===== src/rtl/tss_pkg.sv =====
`default_nettype none
package tss_pkg;

  localparam int POS_BITS = 16;
  localparam int LEN_BITS = 12;
  localparam logic [LEN_BITS-1:0] LEN_MAX = {LEN_BITS{1'b1}};

  // Token kinds
  typedef enum logic [3:0] {
    KIND_INVALID = 4'd0,
    KIND_EOF     = 4'd1,
    KIND_IDENT   = 4'd2,
    KIND_STRING  = 4'd3,
    KIND_ANNOT   = 4'd4,
    KIND_COMMENT = 4'd5,
    KIND_DCOLON  = 4'd6,
    KIND_TDOTS   = 4'd7,
    KIND_PUNCT   = 4'd8
  } kind_t;

  // Scanner modes, one-hot
  typedef enum logic [8:0] {
    MODE_IDLE    = 9'b000000001,
    MODE_DOT1    = 9'b000000010,
    MODE_DOT2    = 9'b000000100,
    MODE_COLON   = 9'b000001000,
    MODE_SLASH   = 9'b000010000,
    MODE_COMMENT = 9'b000100000,
    MODE_ANNOT   = 9'b001000000,
    MODE_STRING  = 9'b010000000,
    MODE_IDENT   = 9'b100000000
  } mode_t;

  // Byte codes
  localparam logic [7:0] CH_NUL    = 8'h00;
  localparam logic [7:0] CH_TAB    = 8'h09;
  localparam logic [7:0] CH_LF     = 8'h0A;
  localparam logic [7:0] CH_VT     = 8'h0B;
  localparam logic [7:0] CH_FF     = 8'h0C;
  localparam logic [7:0] CH_CR     = 8'h0D;
  localparam logic [7:0] CH_SPACE  = 8'h20;
  localparam logic [7:0] CH_QUOTE  = 8'h22;
  localparam logic [7:0] CH_DOLLAR = 8'h24;
  localparam logic [7:0] CH_LPAR   = 8'h28;
  localparam logic [7:0] CH_RPAR   = 8'h29;
  localparam logic [7:0] CH_COMMA  = 8'h2C;
  localparam logic [7:0] CH_DOT    = 8'h2E;
  localparam logic [7:0] CH_SLASH  = 8'h2F;
  localparam logic [7:0] CH_COLON  = 8'h3A;
  localparam logic [7:0] CH_SEMI   = 8'h3B;
  localparam logic [7:0] CH_EQUAL  = 8'h3D;
  localparam logic [7:0] CH_AT     = 8'h40;
  localparam logic [7:0] CH_LBRK   = 8'h5B;
  localparam logic [7:0] CH_RBRK   = 8'h5D;
  localparam logic [7:0] CH_UNDER  = 8'h5F;
  localparam logic [7:0] CH_LBRC   = 8'h7B;
  localparam logic [7:0] CH_RBRC   = 8'h7D;

  typedef struct packed {
    kind_t                kind;
    logic [7:0]           punct_char;
    logic [POS_BITS-1:0]  start_pos;
    logic [LEN_BITS-1:0]  token_len;
    logic                 len_saturated;
  } token_t;

  // Tokens produced by one byte
  typedef struct packed {
    logic [1:0]       n;
    token_t [2:0]     tok;
  } step_t;

  function automatic token_t make_tok(kind_t k, logic [7:0] pc, logic [POS_BITS-1:0] st,
                                     logic [LEN_BITS-1:0] len, logic sat);
    token_t t;
    t.kind          = k;
    t.punct_char    = pc;
    t.start_pos     = st;
    t.token_len     = len;
    t.len_saturated = sat;
    return t;
  endfunction

  function automatic logic is_space(logic [7:0] c);
    return (c == CH_SPACE) || (c == CH_TAB) || (c == CH_LF) || (c == CH_CR) ||
           (c == CH_VT) || (c == CH_FF);
  endfunction

  function automatic logic is_alpha(logic [7:0] c);
    return (c >= 8'h61 && c <= 8'h7A) || (c >= 8'h41 && c <= 8'h5A) || (c == CH_UNDER);
  endfunction

  function automatic logic is_ident(logic [7:0] c);
    return is_alpha(c) || (c >= 8'h30 && c <= 8'h39);
  endfunction

  function automatic logic is_punct(logic [7:0] c);
    return (c == CH_LPAR) || (c == CH_RPAR) || (c == CH_LBRK) || (c == CH_RBRK) ||
           (c == CH_LBRC) || (c == CH_RBRC) || (c == CH_SEMI) || (c == CH_DOLLAR) ||
           (c == CH_EQUAL) || (c == CH_COMMA);
  endfunction

endpackage
`default_nettype wire


===== src/rtl/tss_core.sv =====
`default_nettype none
module tss_core (
  input  wire logic          clk,
  input  wire logic          rst,
  input  wire logic          fire,
  input  wire logic [7:0]    ch,
  output tss_pkg::step_t     res
);
  import tss_pkg::*;

  mode_t               mode, mode_next;
  logic [POS_BITS-1:0] tstart, tstart_next;
  logic [LEN_BITS-1:0] tcount, tcount_next;
  logic                clamped, clamped_next;
  logic [POS_BITS-1:0] byte_pos, byte_pos_next;

  // Scan of a byte with no token in progress
  token_t idle_tok;
  logic   idle_emit;
  logic   idle_begin;
  mode_t  idle_mode;

  always_comb begin
    idle_tok   = make_tok(KIND_INVALID, 8'h00, byte_pos, LEN_BITS'(1), 1'b0);
    idle_emit  = 1'b0;
    idle_begin = 1'b0;
    idle_mode  = MODE_IDLE;
    priority if (ch == CH_NUL) begin
      idle_emit     = 1'b1;
      idle_tok.kind = KIND_EOF;
    end else if (is_space(ch)) begin
      idle_emit = 1'b0;
    end else if (is_punct(ch)) begin
      idle_emit           = 1'b1;
      idle_tok.kind       = KIND_PUNCT;
      idle_tok.punct_char = ch;
    end else if (ch == CH_DOT) begin
      idle_begin = 1'b1;
      idle_mode  = MODE_DOT1;
    end else if (ch == CH_COLON) begin
      idle_begin = 1'b1;
      idle_mode  = MODE_COLON;
    end else if (ch == CH_SLASH) begin
      idle_begin = 1'b1;
      idle_mode  = MODE_SLASH;
    end else if (ch == CH_AT) begin
      idle_begin = 1'b1;
      idle_mode  = MODE_ANNOT;
    end else if (ch == CH_QUOTE) begin
      idle_begin = 1'b1;
      idle_mode  = MODE_STRING;
    end else if (is_alpha(ch)) begin
      idle_begin = 1'b1;
      idle_mode  = MODE_IDENT;
    end else begin
      idle_emit = 1'b1;
    end
  end

  // Mode transition and token list for one byte
  always_comb begin
    logic [1:0]          k;
    logic                go_idle;
    logic [LEN_BITS-1:0] cnt_b;
    logic                clp_b;
    k            = 2'd0;
    go_idle      = 1'b0;
    res          = '0;
    mode_next    = mode;
    tstart_next  = tstart;
    tcount_next  = tcount;
    clamped_next = clamped;
    // bumped count
    cnt_b = (tcount == LEN_MAX) ? tcount : tcount + 1'b1;
    clp_b = (tcount == LEN_MAX) ? 1'b1 : clamped;

    unique case (mode)
      MODE_DOT1: begin
        if (ch == CH_DOT) begin
          mode_next   = MODE_DOT2;
          tcount_next = LEN_BITS'(2);
        end else begin
          res.tok[k] = make_tok(KIND_INVALID, 8'h00, tstart, LEN_BITS'(1), 1'b0);
          k          = k + 2'd1;
          go_idle    = 1'b1;
        end
      end
      MODE_DOT2: begin
        if (ch == CH_DOT) begin
          mode_next  = MODE_IDLE;
          res.tok[k] = make_tok(KIND_TDOTS, 8'h00, tstart, LEN_BITS'(3), 1'b0);
          k          = k + 2'd1;
        end else begin
          res.tok[k] = make_tok(KIND_INVALID, 8'h00, tstart, LEN_BITS'(1), 1'b0);
          k          = k + 2'd1;
          res.tok[k] = make_tok(KIND_INVALID, 8'h00, POS_BITS'(tstart + 1'b1),
                                LEN_BITS'(1), 1'b0);
          k          = k + 2'd1;
          go_idle    = 1'b1;
        end
      end
      MODE_COLON: begin
        if (ch == CH_COLON) begin
          mode_next  = MODE_IDLE;
          res.tok[k] = make_tok(KIND_DCOLON, 8'h00, tstart, LEN_BITS'(2), 1'b0);
          k          = k + 2'd1;
        end else begin
          res.tok[k] = make_tok(KIND_INVALID, 8'h00, tstart, LEN_BITS'(1), 1'b0);
          k          = k + 2'd1;
          go_idle    = 1'b1;
        end
      end
      MODE_SLASH: begin
        if (ch == CH_SLASH) begin
          mode_next    = MODE_COMMENT;
          tcount_next  = cnt_b;
          clamped_next = clp_b;
        end else begin
          res.tok[k] = make_tok(KIND_INVALID, 8'h00, tstart, LEN_BITS'(1), 1'b0);
          k          = k + 2'd1;
          go_idle    = 1'b1;
        end
      end
      MODE_COMMENT: begin
        if (ch == CH_LF || ch == CH_CR || ch == CH_NUL) begin
          res.tok[k] = make_tok(KIND_COMMENT, 8'h00, tstart, tcount, clamped);
          k          = k + 2'd1;
          go_idle    = 1'b1;
        end else begin
          tcount_next  = cnt_b;
          clamped_next = clp_b;
        end
      end
      MODE_ANNOT, MODE_IDENT: begin
        if (is_ident(ch)) begin
          tcount_next  = cnt_b;
          clamped_next = clp_b;
        end else begin
          // a lone at-sign is malformed
          priority if (mode == MODE_IDENT) begin
            res.tok[k] = make_tok(KIND_IDENT, 8'h00, tstart, tcount, clamped);
          end else if (tcount > LEN_BITS'(1) || clamped) begin
            res.tok[k] = make_tok(KIND_ANNOT, 8'h00, tstart, tcount, clamped);
          end else begin
            res.tok[k] = make_tok(KIND_INVALID, 8'h00, tstart, LEN_BITS'(1), 1'b0);
          end
          k       = k + 2'd1;
          go_idle = 1'b1;
        end
      end
      MODE_STRING: begin
        priority if (ch == CH_QUOTE) begin
          tcount_next  = cnt_b;
          clamped_next = clp_b;
          mode_next    = MODE_IDLE;
          res.tok[k]   = make_tok(KIND_STRING, 8'h00, tstart, cnt_b, clp_b);
          k            = k + 2'd1;
        end else if (ch == CH_NUL) begin
          // unterminated string, then end of file
          res.tok[k] = make_tok(KIND_INVALID, 8'h00, tstart, tcount, clamped);
          k          = k + 2'd1;
          go_idle    = 1'b1;
        end else begin
          tcount_next  = cnt_b;
          clamped_next = clp_b;
        end
      end
      default: begin
        go_idle = 1'b1;
      end
    endcase

    // rescan the current byte from idle
    if (go_idle) begin
      mode_next = idle_mode;
      if (idle_begin) begin
        tstart_next  = byte_pos;
        tcount_next  = LEN_BITS'(1);
        clamped_next = 1'b0;
      end
      if (idle_emit) begin
        res.tok[k] = idle_tok;
        k          = k + 2'd1;
      end
    end
    res.n = k;
  end

  // Restart position after end of file
  assign byte_pos_next = (ch == CH_NUL) ? '0 : POS_BITS'(byte_pos + 1'b1);

  // Advance scanner state on each processed byte
  always_ff @(posedge clk) begin
    if (rst) begin
      mode     <= MODE_IDLE;
      tstart   <= '0;
      tcount   <= '0;
      clamped  <= 1'b0;
      byte_pos <= '0;
    end else if (fire) begin
      mode     <= mode_next;
      tstart   <= tstart_next;
      tcount   <= tcount_next;
      clamped  <= clamped_next;
      byte_pos <= byte_pos_next;
    end
  end

  a_count_live: assert property (@(posedge clk) disable iff (rst)
    mode != MODE_IDLE |-> tcount != '0)
    else $error("token count is zero inside a token");

  a_dots_count: assert property (@(posedge clk) disable iff (rst)
    mode == MODE_DOT2 |-> tcount == LEN_BITS'(2))
    else $error("double dot state with wrong count");

  a_clamp_at_max: assert property (@(posedge clk) disable iff (rst)
    clamped |-> tcount == LEN_MAX)
    else $error("clamp flag set below the count limit");

endmodule
`default_nettype wire


===== src/rtl/script_token_scanner_unit.sv =====
`default_nettype none
// Byte scanner: one byte per transfer in, one token per transfer out.
// A byte passes through the input register, then the token buffer, before its
// first token can transfer out.
// Throughput: one byte per cycle while each byte yields at most one token and the receiver
// does not stall; a byte's k tokens hold the three-entry token buffer until all go out.
// Synchronous reset clears the scanner mode, position and counts, and empties both stages.
module script_token_scanner_unit (
  input  wire logic                           clk,
  input  wire logic                           rst,
  input  wire logic                           in_valid,
  output logic                                in_stall,
  input  wire logic [7:0]                     ch,
  output logic                                out_valid,
  input  wire logic                           out_stall,
  output logic [3:0]                          kind,
  output logic [7:0]                          punct_char,
  output logic [tss_pkg::POS_BITS-1:0]        start_pos,
  output logic [tss_pkg::LEN_BITS-1:0]        token_len,
  output logic                                len_saturated
);
  import tss_pkg::*;

  logic          s1_valid;
  logic [7:0]    ch_q;
  logic          fire;
  logic          out_xfer;
  logic          tb_last;
  step_t         res;
  token_t [2:0]  tb;
  logic [1:0]    tb_cnt;
  logic [1:0]    tb_idx;
  token_t        cur;

  assign out_xfer = out_valid && !out_stall;
  assign tb_last  = (tb_idx == tb_cnt - 2'd1);
  // Process the held byte once the token buffer drains
  assign fire     = s1_valid && ((tb_cnt == 2'd0) || (out_xfer && tb_last));
  assign in_stall = s1_valid && !fire;

  // Input register: load on a free slot or when the held byte moves on
  always_ff @(posedge clk) begin
    if (rst) begin
      s1_valid <= 1'b0;
    end else if (!s1_valid || fire) begin
      s1_valid <= in_valid;
    end
  end

  always_ff @(posedge clk) begin
    if (!s1_valid || fire) begin
      ch_q <= ch;
    end
  end

  tss_core u_core (
    .clk  (clk),
    .rst  (rst),
    .fire (fire),
    .ch   (ch_q),
    .res  (res)
  );

  // Token buffer: fill from a processed byte, drain one per transfer
  always_ff @(posedge clk) begin
    if (rst) begin
      tb_cnt <= 2'd0;
      tb_idx <= 2'd0;
    end else if (fire) begin
      tb_cnt <= res.n;
      tb_idx <= 2'd0;
    end else if (out_xfer) begin
      if (tb_last) begin
        tb_cnt <= 2'd0;
        tb_idx <= 2'd0;
      end else begin
        tb_idx <= tb_idx + 2'd1;
      end
    end
  end

  always_ff @(posedge clk) begin
    if (fire) begin
      tb <= res.tok;
    end
  end

  // Present the current token
  assign cur           = tb[tb_idx];
  assign out_valid     = (tb_cnt != 2'd0);
  assign kind          = cur.kind;
  assign punct_char    = cur.punct_char;
  assign start_pos     = cur.start_pos;
  assign token_len     = cur.token_len;
  assign len_saturated = cur.len_saturated;

  a_idx_in_range: assert property (@(posedge clk) disable iff (rst)
    tb_cnt != 2'd0 |-> tb_idx < tb_cnt)
    else $error("token buffer index past fill");

  a_sat_at_max: assert property (@(posedge clk) disable iff (rst)
    out_valid && len_saturated |-> token_len == LEN_MAX)
    else $error("saturated token without full length");

  a_punct_only: assert property (@(posedge clk) disable iff (rst)
    out_valid && kind != KIND_PUNCT |-> punct_char == 8'h00)
    else $error("punctuation byte on a non-punctuation token");

  a_hold_byte: assert property (@(posedge clk) disable iff (rst)
    s1_valid && !fire |=> s1_valid && $stable(ch_q))
    else $error("held byte lost before processing");

endmodule
`default_nettype wire


===== config.mk =====
export PLATFORM = sky130hd
export DESIGN_NAME = script_token_scanner_unit
export DESIGN_NICKNAME = d
export VERILOG_FILES = /design/src/rtl/tss_pkg.sv /design/src/rtl/tss_core.sv /design/src/rtl/script_token_scanner_unit.sv
export SDC_FILE = /design/constraint.sdc
export NUM_CORES = 1
export LEC_CHECK = 0
export BUFFER_PORTS_ARGS = -buffer_cell sky130_fd_sc_hd__buf_4
export CAP_MARGIN = 30
export CELL_PAD_IN_SITES_DETAIL_PLACEMENT = 1
export CELL_PAD_IN_SITES_GLOBAL_PLACEMENT = 2
export CORE_MARGIN = 5
export CORE_UTILIZATION = 39
export CTS_CLUSTER_SIZE = 25
export DETAILED_ROUTE_END_ITERATION = 10
export GPL_TIMING_DRIVEN = 0
export PLACE_DENSITY_LB_ADDON = 0.1
export SLEW_MARGIN = 20
export SYNTH_ARGS = -nofsm -noshare
export SYNTH_HDL_FRONTEND = slang
export SYNTH_SLANG_ARGS = --single-unit
export TNS_END_PERCENT = 20

===== constraint.sdc =====
create_clock -name clk -period 6.84 [get_ports clk]
set_clock_uncertainty 0.2 [all_clocks]
set_input_delay 0.684 -clock clk [delete_from_list [all_inputs] [get_ports clk]]
set_output_delay 0.684 -clock clk [all_outputs]
set_load 0.05 [all_outputs]

==> metrics.md, run 1 <==
| Metric | Value |
|---|---|
| Drt total wl | `26,900 µm` |
| Fin crit period | `around 4.4 ns` |
| GRT Total Usage | `0.210` |
| Netlist cell types | `between 70 and 80` |
| Fin crit share | `0.643` |
| Port Buffers | `54` |
| Worst slack, placed | `roughly 2.5 ns` |
| Dominant cell type by area after synthesis | `edfxtp_1` |
| Buffers & Inverters on Critical Path | `4` |
| Most frequent cells in the layout | `103 x edfxtp_1, 76 x o21ai_0, 71 x nor2_1, 70 x nand2_1, 61 x buf_4` |
| Final Hold Viols | `0` |
| Sequential area share after synthesis | `0.482` |
| Vias in the first global route | `7,706` |
| Yosys reg bits | `around 160` |
| CP top delay family | `simple AND/OR/NAND/NOR gates` |
| Die H | `approximately 160 µm` |
| Footprint of the multi-input gates | `4150 µm²` |
| HP Class | `in -> reg` |
| Net Switching | `0.606 mW` |
| Via density | `between 5 and 6` |
| CP Class | `reg -> reg` |
| Adder-cell share of the synthesized area | `0.0127` |
| Yosys warns | `0` |
| Number of fill cells | `between 2,000 and 3,000` |
| Antenna viol nets, final | `0` |
| Max Cap Viol | `0` |
| Simple-gate share of the synthesized area | `0.231` |
| Achievable frequency | `~0.23 GHz` |
| Seq pwr share | `0.467` |
| CP cell instances | `clkbuf_1 > nor4_1 > nand3_1 > nand2_1 > and2_1 > or3_1 > inv_1 > ha_1 > o2111ai_1 > buf_4 > buf_2 > nand3_1` |
| DR WL/cell | `roughly 21 µm` |
| Setup bufs post-CTS | `0` |
| Slew HR | `0.373` |
| Post-route DRC | `0` |
| Largest family of logic cells by synthesized area | `simple AND/OR/NAND/NOR gates` |
| Startpoint types | `register` |
| Main flop type after synthesis | `edfxtp_1` |
| Comb power frac | `0.098` |
| Top cell by count, worst path | `nand3_1` |
| Switching Share | `0.261` |
| Final Max Slew Viols | `0` |
| Leakage power | `3.45 nW` |
| Die width | `161 µm` |
| Layout Utilization | `0.456` |
| H-tree levels | `4` |
| CP Max Fanout | `10` |
| Post-synth EDFFs | `103` |
| Via count | `~7,400` |
| Async SR Flop Fraction | `0` |
| Peak supply drop | `about 0.00014 V` |
| CTS sink cnt | `between 150 and 200` |
| Mapped Area | `roughly 8900 µm²` |
| Tot Pwr | `between 2 and 2.5 mW` |
| Crit-path max cell delay | `around 0.84 ns` |
| Die area | `~26,000 µm²` |
| Commonest non-fill, non-tap cell in the layout | `edfxtp_1` |
| Area grow syn2layout | `15.9%` |
| Area fraction of the dominant cell type after synthesis | `0.349` |
| Dpl hpwl | `around 19,000 µm` |
| Critical path's slowest cell | `nor4_1` |
| Crit path required time | `slightly below 7 ns` |
| Gpl congestion | `slightly above 0.8` |
| Synth Area in Compound Gates | `0.140` |
| Avg Inst Size Synth | `roughly 9.5 µm²` |
| Layout cells sized above 1 | `0.116` |
| Setup tns final | `0 ns` |
| Cts hold-fix bufs | `0` |
| Clock buffer depth | `2` |
| Int Pwr | `about 1.7 mW` |
| Fin nets | `~1,000` |
| Antenna violations before repair | `0` |
| Worst Tran Pin Value | `0.932 ns` |
| CTS tree | `built` |
| Ports | `55` |
| First-pass GRT wire length | `roughly 43,000 µm` |
| Post-CTS sizing | `0` |
| Mapped Cells | `between 900 and 1,000` |
| Remaining global-route overflow | `0` |
| Min setup slack post-route | `between 2 and 2.5 ns` |
| Dpl cells | `approximately 1,300` |
| CP Capture Type | `register` |
| TritonCTS Buffers | `17` |
| Clk root buf | `clkbuf_16` |
| Seq. cell area | `between 4000 and 5000 µm²` |
| Post-synthesis mux area share | `0.0531` |
| Setup violators final | `0` |
| Ant diodes | `0` |
| Status | `finished clean` |
| Drt first pass iters | `5` |
| Largest net degree at the start of global routing | `58` |
| CTS clk-pin slew, worst paths | `~0.070 ns` |
| PD cells | `between 200 and 250 nW/µm²` |
| Worst-Skew Late Latency | `about 0.44 ns` |
| Initial Utilization | `0.394` |
| CP Data Arrival Time | `between 4 and 5 ns` |
| Num rows | `55` |
| DRT iter0 DRCs | `between 400 and 500` |
| RSZ-0062 raised after global routing | `no` |
| Layout Cells excl Fill | `~1,300` |
| Post-synthesis xor/xnor area fraction | `0.0296` |
| Core Area | `22,500 µm²` |
| Clock share of power | `0.436` |
| Area contributors post-synth | `edfxtp_1 35%, dfxtp_1 13%, mux2i_1 5.3%, o21ai_0 4.3%, and2_1 4.1%` |
==> final timing paths <==
path                               start                      to  slack, ns  depth (start not counted)
setup / recovery       ch_q[5]$_DFFE_PN_         tb[1]$_DFFE_PP_       2.44                         12
hold / removal                     ch[6]       ch_q[6]$_DFFE_PN_       0.22                          1
setup reg to reg       ch_q[5]$_DFFE_PN_         tb[1]$_DFFE_PP_       2.44                         12
hold reg to reg   tb_cnt[0]$_SDFFE_PP0P_  tb_cnt[0]$_SDFFE_PP0P_       0.31                          2
==> layout make-up <==
cell class,instances,area share
Buffer,63,0.0295
Tap cell,285,0.0347
Timing Repair Buffer,55,0.0422
Clock buffer,19,0.0422
Clock inverter,13,0.0168
Sequential cell,162,0.416
Inverter,40,0.0146
Multi-Input combinational cell,669,0.404
==> state kept, by name (all words and copies together), names as in the netlist <==
name             count
tb_cnt               2
ch_q                 8
u_core.mode          9
s1_valid             1
u_core.tcount       12
u_core.tstart       16
u_core.clamped       1
tb                  95
tb_idx               2
u_core.byte_pos     16
==> power groups by stage <==
| stage | combinational, mW | clock, mW | sequential (mW) |
|---|---|---|---|
| after floorplan | 0.152 | 0 | 1.11 |
| after global placement | 0.222 | 0 | 1.11 |
| after detailed placement | 0.228 | 0 | 1.11 |
| after CTS | 0.229 | 1.03 | 1.09 |
| after global routing | 0.243 | 1.07 | 1.09 |
| final | 0.227 | 1.01 | 1.08 |
==> synthesized netlist by cell type (all sizes together), types with 7 or more instances <==
cell,instances
a21oi,38
and2,58
and3,16
buf,19
clkbuf,44
dfxtp,59
edfxtp,103
ha,9
inv,39
mux2i,47
nand2,70
nand2b,7
nand3,48
nand4,28
nor2,72
nor2b,7
nor3,24
nor4,9
o211ai,7
o21ai,84
o31ai,23
or3,13
or4,8
xnor2,22
xor2,8
==> kinds of logic after synthesis <==
kind of cell,count (synthesis)
flops,162
mux,47
buf+inv,103
other cells,1
xor+xnor,30
fa+ha+maj,9
simple gates,383
compound gates,197
==> metrics by stage <==
stage / hold slack, ns / cell area [µm²]
4_1_cts: 0.209 / 10300
2_1_floorplan: 0.272 / 8870
3_5_place_dp: 0.304 / 9660
3_3_place_gp: 0.302 / 9630
6_report: 0.219 / 10300
5_1_grt: 0.202 / 10300
==> per-layer routing <==
| metal | vias to the layer above | global-route usage | share of wire |
|---|---|---|---|
| met4 | 0 | 0.0458 | 0.0090 |
| met5 | - | 0 | 0 |
| met2 | 97 | 0.352 | 0.48 |
| met3 | 17 | 0.0290 | 0.027 |
| met1 | 3717 | 0.292 | 0.49 |
| li1 | 3553 | - | - |
(Power assumes the default switching activity.)
==> run 2: changes to the inputs <==
--- a/config.mk
+++ b/config.mk
@@ -5,12 +5,13 @@
 export SDC_FILE = /design/constraint.sdc
 export NUM_CORES = 1
 export LEC_CHECK = 0
+export ABC_AREA = 1
 export BUFFER_PORTS_ARGS = -buffer_cell sky130_fd_sc_hd__buf_4
 export CAP_MARGIN = 30
 export CELL_PAD_IN_SITES_DETAIL_PLACEMENT = 1
 export CELL_PAD_IN_SITES_GLOBAL_PLACEMENT = 2
 export CORE_MARGIN = 5
-export CORE_UTILIZATION = 39
+export CORE_UTILIZATION = 33
 export CTS_CLUSTER_SIZE = 25
 export DETAILED_ROUTE_END_ITERATION = 10
 export GPL_TIMING_DRIVEN = 0
==> constraint.sdc (replaced) <==
create_clock -name clk -period 3.6 [get_ports clk]
set_clock_uncertainty 0.2 [all_clocks]
set_input_delay 0.36 -clock clk [delete_from_list [all_inputs] [get_ports clk]]
set_output_delay 0.36 -clock clk [all_outputs]
set_load 0.05 [all_outputs]
==> run 2 against run 1 <==
  * Synthesized cell count rose by 27%
  * Flip-flop and latch count did not move
  * Combinational power rose to 4.3 times the previous value
  * Wire length rose by 12%
  * Largest power group unchanged
  * Die area rose by 24%
  * Highest routed layer unchanged
  * Cell area rose by 7.0%
  * Fmax rose by 33%
  * Clock power rose by 77%
  * Sequential power rose by 99%
  * Register-to-register slack got worse by 2.1 ns
==> metrics.md, run 2 <==
| Metric | Value |
|---|---|
| CP Data Arrival Time | `3.27 ns (was 4.34 ns)` |
| TritonCTS Buffers | `17 (unchanged)` |
| Seq. cell area | `4270 µm² (unchanged)` |
| Main flop type after synthesis | `edfxtp_1 (unchanged)` |
| Sequential area share after synthesis | `0.454 (was 0.482)` |
| Dpl cells | `1,619 (was 1,274)` |
| Area contributors post-synth | `edfxtp_1 33%, dfxtp_1 13%, nand2_1 8.3%, nor2_1 8.2%, inv_1 4.9% (was edfxtp_1 35%, dfxtp_1 13%, mux2i_1 5.3%, o21ai_0 4.3%, and2_1 4.1%)` |
| Crit path required time | `3.57 ns (was 6.78 ns)` |
| Footprint of the multi-input gates | `4360 µm² (was 4150 µm²)` |
| CP Class | `reg -> reg (unchanged)` |
| Layout Cells excl Fill | `1,660 (was 1,306)` |
| Dominant cell type by area after synthesis | `edfxtp_1 (unchanged)` |
| DR WL/cell | `18.2 µm (was 20.6 µm)` |
| Post-route design area | `11,000 µm² (was 10,300 µm²)` |
| WHS | `0.0534 ns (was 0.219 ns)` |
| Area fraction of the dominant cell type after synthesis | `0.329 (was 0.349)` |
| CTS sink cnt | `162 (unchanged)` |
| GRT Total Usage | `0.195 (was 0.210)` |
| Initial Utilization | `0.337 (was 0.394)` |
| Gpl congestion | `0.859 (was 0.815)` |
| CTS tree | `built (unchanged)` |
| Num rows | `61 (was 55)` |
| Count leader, synth | `nand2_1 (was edfxtp_1)` |
| Drt total wl | `30,200 µm (was 26,900 µm)` |
| First-pass GRT wire length | `48,000 µm (was 43,000 µm)` |
| CTS clk-pin slew, worst paths | `0.08 ns (was 0.07 ns)` |
| Mapped Cells | `1,184 (was 932)` |
| Min setup slack post-route | `0.300 ns (was 2.44 ns)` |
| Die H | `179 µm (was 161 µm)` |
| Clock buffer depth | `2 (unchanged)` |
| Peak supply drop | `0.000210 V (was 0.000144 V)` |
| Simple-gate share of the synthesized area | `0.308 (was 0.231)` |
| Largest regs | `tb x95, u_core.byte_pos x16, u_core.tstart x16 (unchanged)` |
| CP Max Fanout | `10 (unchanged)` |
| Biggest register | `tb (unchanged)` |
| Remaining global-route overflow | `0 (unchanged)` |
| Startpoint types | `register (unchanged)` |
| Largest family of logic cells by synthesized area | `simple AND/OR/NAND/NOR gates (unchanged)` |
| Layout Utilization | `0.393 (was 0.456)` |
| H-tree levels | `4 (unchanged)` |
| Buffers & Inverters on Critical Path | `5 (was 4)` |
| CP cell instances | `inv_2 > nand2_1 > nor2_4 > nand2_2 > nand2_2 > inv_2 > a21oi_4 > nand2_4 > inv_2 > nand3_1 > inv_1 > ha_1 > nand2_4 > nand2_4 > buf_4 > o22ai_1 (was clkbuf_1 > nor4_1 > nand3_1 > nand2_1 > and2_1 > or3_1 > inv_1 > ha_1 > o2111ai_1 > buf_4 > buf_2 > nand3_1)` |
| Number of fill cells | `3,445 (was 2,594)` |
| Adder-cell share of the synthesized area | `0.0120 (was 0.0127)` |
| Post-synthesis mux area share | `0 (was 0.0531)` |
| Setup bufs post-CTS | `0 (unchanged)` |
| Yosys warns | `0 (unchanged)` |
| Area grow syn2layout | `16.8% (was 15.9%)` |
| Most frequent cells in the layout | `209 x nand2_1, 206 x nor2_1, 123 x inv_1, 103 x edfxtp_1, 76 x nand3_1 (was 103 x edfxtp_1, 76 x o21ai_0, 71 x nor2_1, 70 x nand2_1, 61 x buf_4)` |
| Clk root buf | `clkbuf_16 (unchanged)` |
| RSZ-0062 raised after global routing | `no (unchanged)` |
| Max reg flops | `95 (unchanged)` |
| Largest net degree at the start of global routing | `60 (was 58)` |
| Critical path's slowest cell | `edfxtp_1 (was nor4_1)` |
| Die area | `32,000 µm² (was 25,800 µm²)` |
| Setup violators final | `0 (unchanged)` |
| Avg Inst Size Synth | `7.95 µm² (was 9.51 µm²)` |
| Synth Area in Compound Gates | `0.127 (was 0.140)` |
| Vias in the first global route | `8,509 (was 7,706)` |
| Die width | `179 µm (was 161 µm)` |
| Fin crit period | `3.30 ns (was 4.40 ns)` |
| Via count | `8,130 (was 7,384)` |
| PD cells | `449 nW/µm² (was 226 nW/µm²)` |
| Slew HR | `0.463 (was 0.373)` |
| Ports | `55 (unchanged)` |
| Async SR Flop Fraction | `0 (unchanged)` |
| Post-synthesis xor/xnor area fraction | `0.0149 (was 0.0296)` |
| Placed cell area | `10,300 µm² (was 9660 µm²)` |
| Layout cells sized above 1 | `0.160 (was 0.116)` |
| HP Class | `in -> reg (unchanged)` |
| Core Area | `27,900 µm² (was 22,500 µm²)` |
| Ant diodes | `0 (unchanged)` |
| Cts hold-fix bufs | `9 (was 0)` |
| Dpl hpwl | `23,200 µm (was 19,200 µm)` |
| Final Hold Viols | `0 (unchanged)` |
| Drt first pass iters | `4 (was 5)` |
| Tot Pwr | `4.93 mW (was 2.32 mW)` |
| Leakage power | `4.35 nW (was 3.45 nW)` |
| Achievable frequency | `0.303 GHz (was 0.227 GHz)` |
| Worst-Skew Late Latency | `0.44 ns (about the same)` |
| Port Buffers | `54 (unchanged)` |
| Top cells by count, synth | `209 x nand2_1, 206 x nor2_1, 123 x inv_1 (was 103 x edfxtp_1, 76 x o21ai_0, 71 x nor2_1)` |
| Yosys reg bits | `162 (unchanged)` |
| Worst Tran Pin Value | `0.802 ns (was 0.932 ns)` |
| Setup tns final | `0 ns (unchanged)` |
| Status | `finished clean (unchanged)` |
| Fin nets | `1,290 (was 1,029)` |
| Post-synth EDFFs | `103 (unchanged)` |
| Crit-path max cell delay | `0.43 ns (was 0.84 ns)` |
| DRT iter0 DRCs | `383 (was 438)` |
| Via density | `4.90 (was 5.65)` |
| Netlist cell types | `51 (was 77)` |
| Post-CTS sizing | `0 (unchanged)` |
| Final Max Slew Viols | `0 (unchanged)` |
| Fin crit share | `0.917 (was 0.643)` |
| CP top delay family | `simple AND/OR/NAND/NOR gates (unchanged)` |
| CP Capture Type | `register (unchanged)` |
| Commonest non-fill, non-tap cell in the layout | `nand2_1 (was edfxtp_1)` |
| Antenna viol nets, final | `0 (unchanged)` |
| Antenna violations before repair | `0 (unchanged)` |
| Worst slack, placed | `0.317 ns (was 2.51 ns)` |
| Max Cap Viol | `0 (unchanged)` |
| Post-route DRC | `0 (unchanged)` |
| Mapped Area | `9410 µm² (was 8860 µm²)` |
-- run 2: report_power, final --
part	switching, mW	internal (mW)	leakage, nW
sequential	0.0664	2.09	1.49
clock	0.870	0.922	0.268
combinational	0.713	0.270	2.60
total	1.65	3.28	4.35
-- run 2: worst reg2reg max path, cell delays in order (launching register included) --
cell and delay (ns):
edfxtp_1 0.43, inv_2 0.14, nand2_1 0.13, nor2_4 0.23, nand2_2 0.11, nand2_2 0.14, inv_2 0.06, a21oi_4 0.17
nand2_4 0.09, inv_2 0.13, nand3_1 0.15, inv_1 0.14, ha_1 0.22, nand2_4 0.12, nand2_4 0.21, buf_4 0.27
o22ai_1 0.11
-- run 2: layer usage --
layer,part of all wire,wire [µm],global-route usage,vias up
met5,0,0,0,-
met4,0.012,350,0.0432,0
met3,0.022,667,0.0226,17
met2,0.49,14800,0.336,87
met1,0.48,14400,0.262,3909
li1,-,-,-,4117
-- run 2: final cells by class --
class / count / share of cell area
Tap cell: 378 / 0.0430
Sequential cell: 162 / 0.389
Buffer: 41 / 0.0206
Timing Repair Buffer: 64 / 0.0476
Inverter: 148 / 0.0512
Clock buffer: 18 / 0.0391
Multi-Input combinational cell: 835 / 0.397
Clock inverter: 14 / 0.0128
-- run 2: path summary, 6_finish.rpt --
| check | startpoint | to | slack (ns) | cells past startpoint |
|---|---|---|---|---|
| setup / recovery | ch_q[6]$_DFFE_PN_ | tb[37]$_DFFE_PP_ | 0.30 | 16 |
| hold / removal | out_stall | tb_idx[0]$_SDFFE_PP0P_ | 0.05 | 4 |
| setup reg to reg | ch_q[6]$_DFFE_PN_ | tb[37]$_DFFE_PP_ | 0.30 | 16 |
| hold reg to reg | tb_cnt[1]$_SDFFE_PP0P_ | tb_cnt[1]$_SDFFE_PP0P_ | 0.29 | 2 |
-- run 2: logic make-up (layout without fill, tap and decap cells) --
group,count (synthesis),in the layout
AND/OR/NAND/NOR,610,610
AO/OA/AOI/OAI,197,197
buffers and inverters,189,285
flip-flops,162,162
XOR/XNOR,16,16
adder cells (fa/ha/maj),9,9
other,1,3
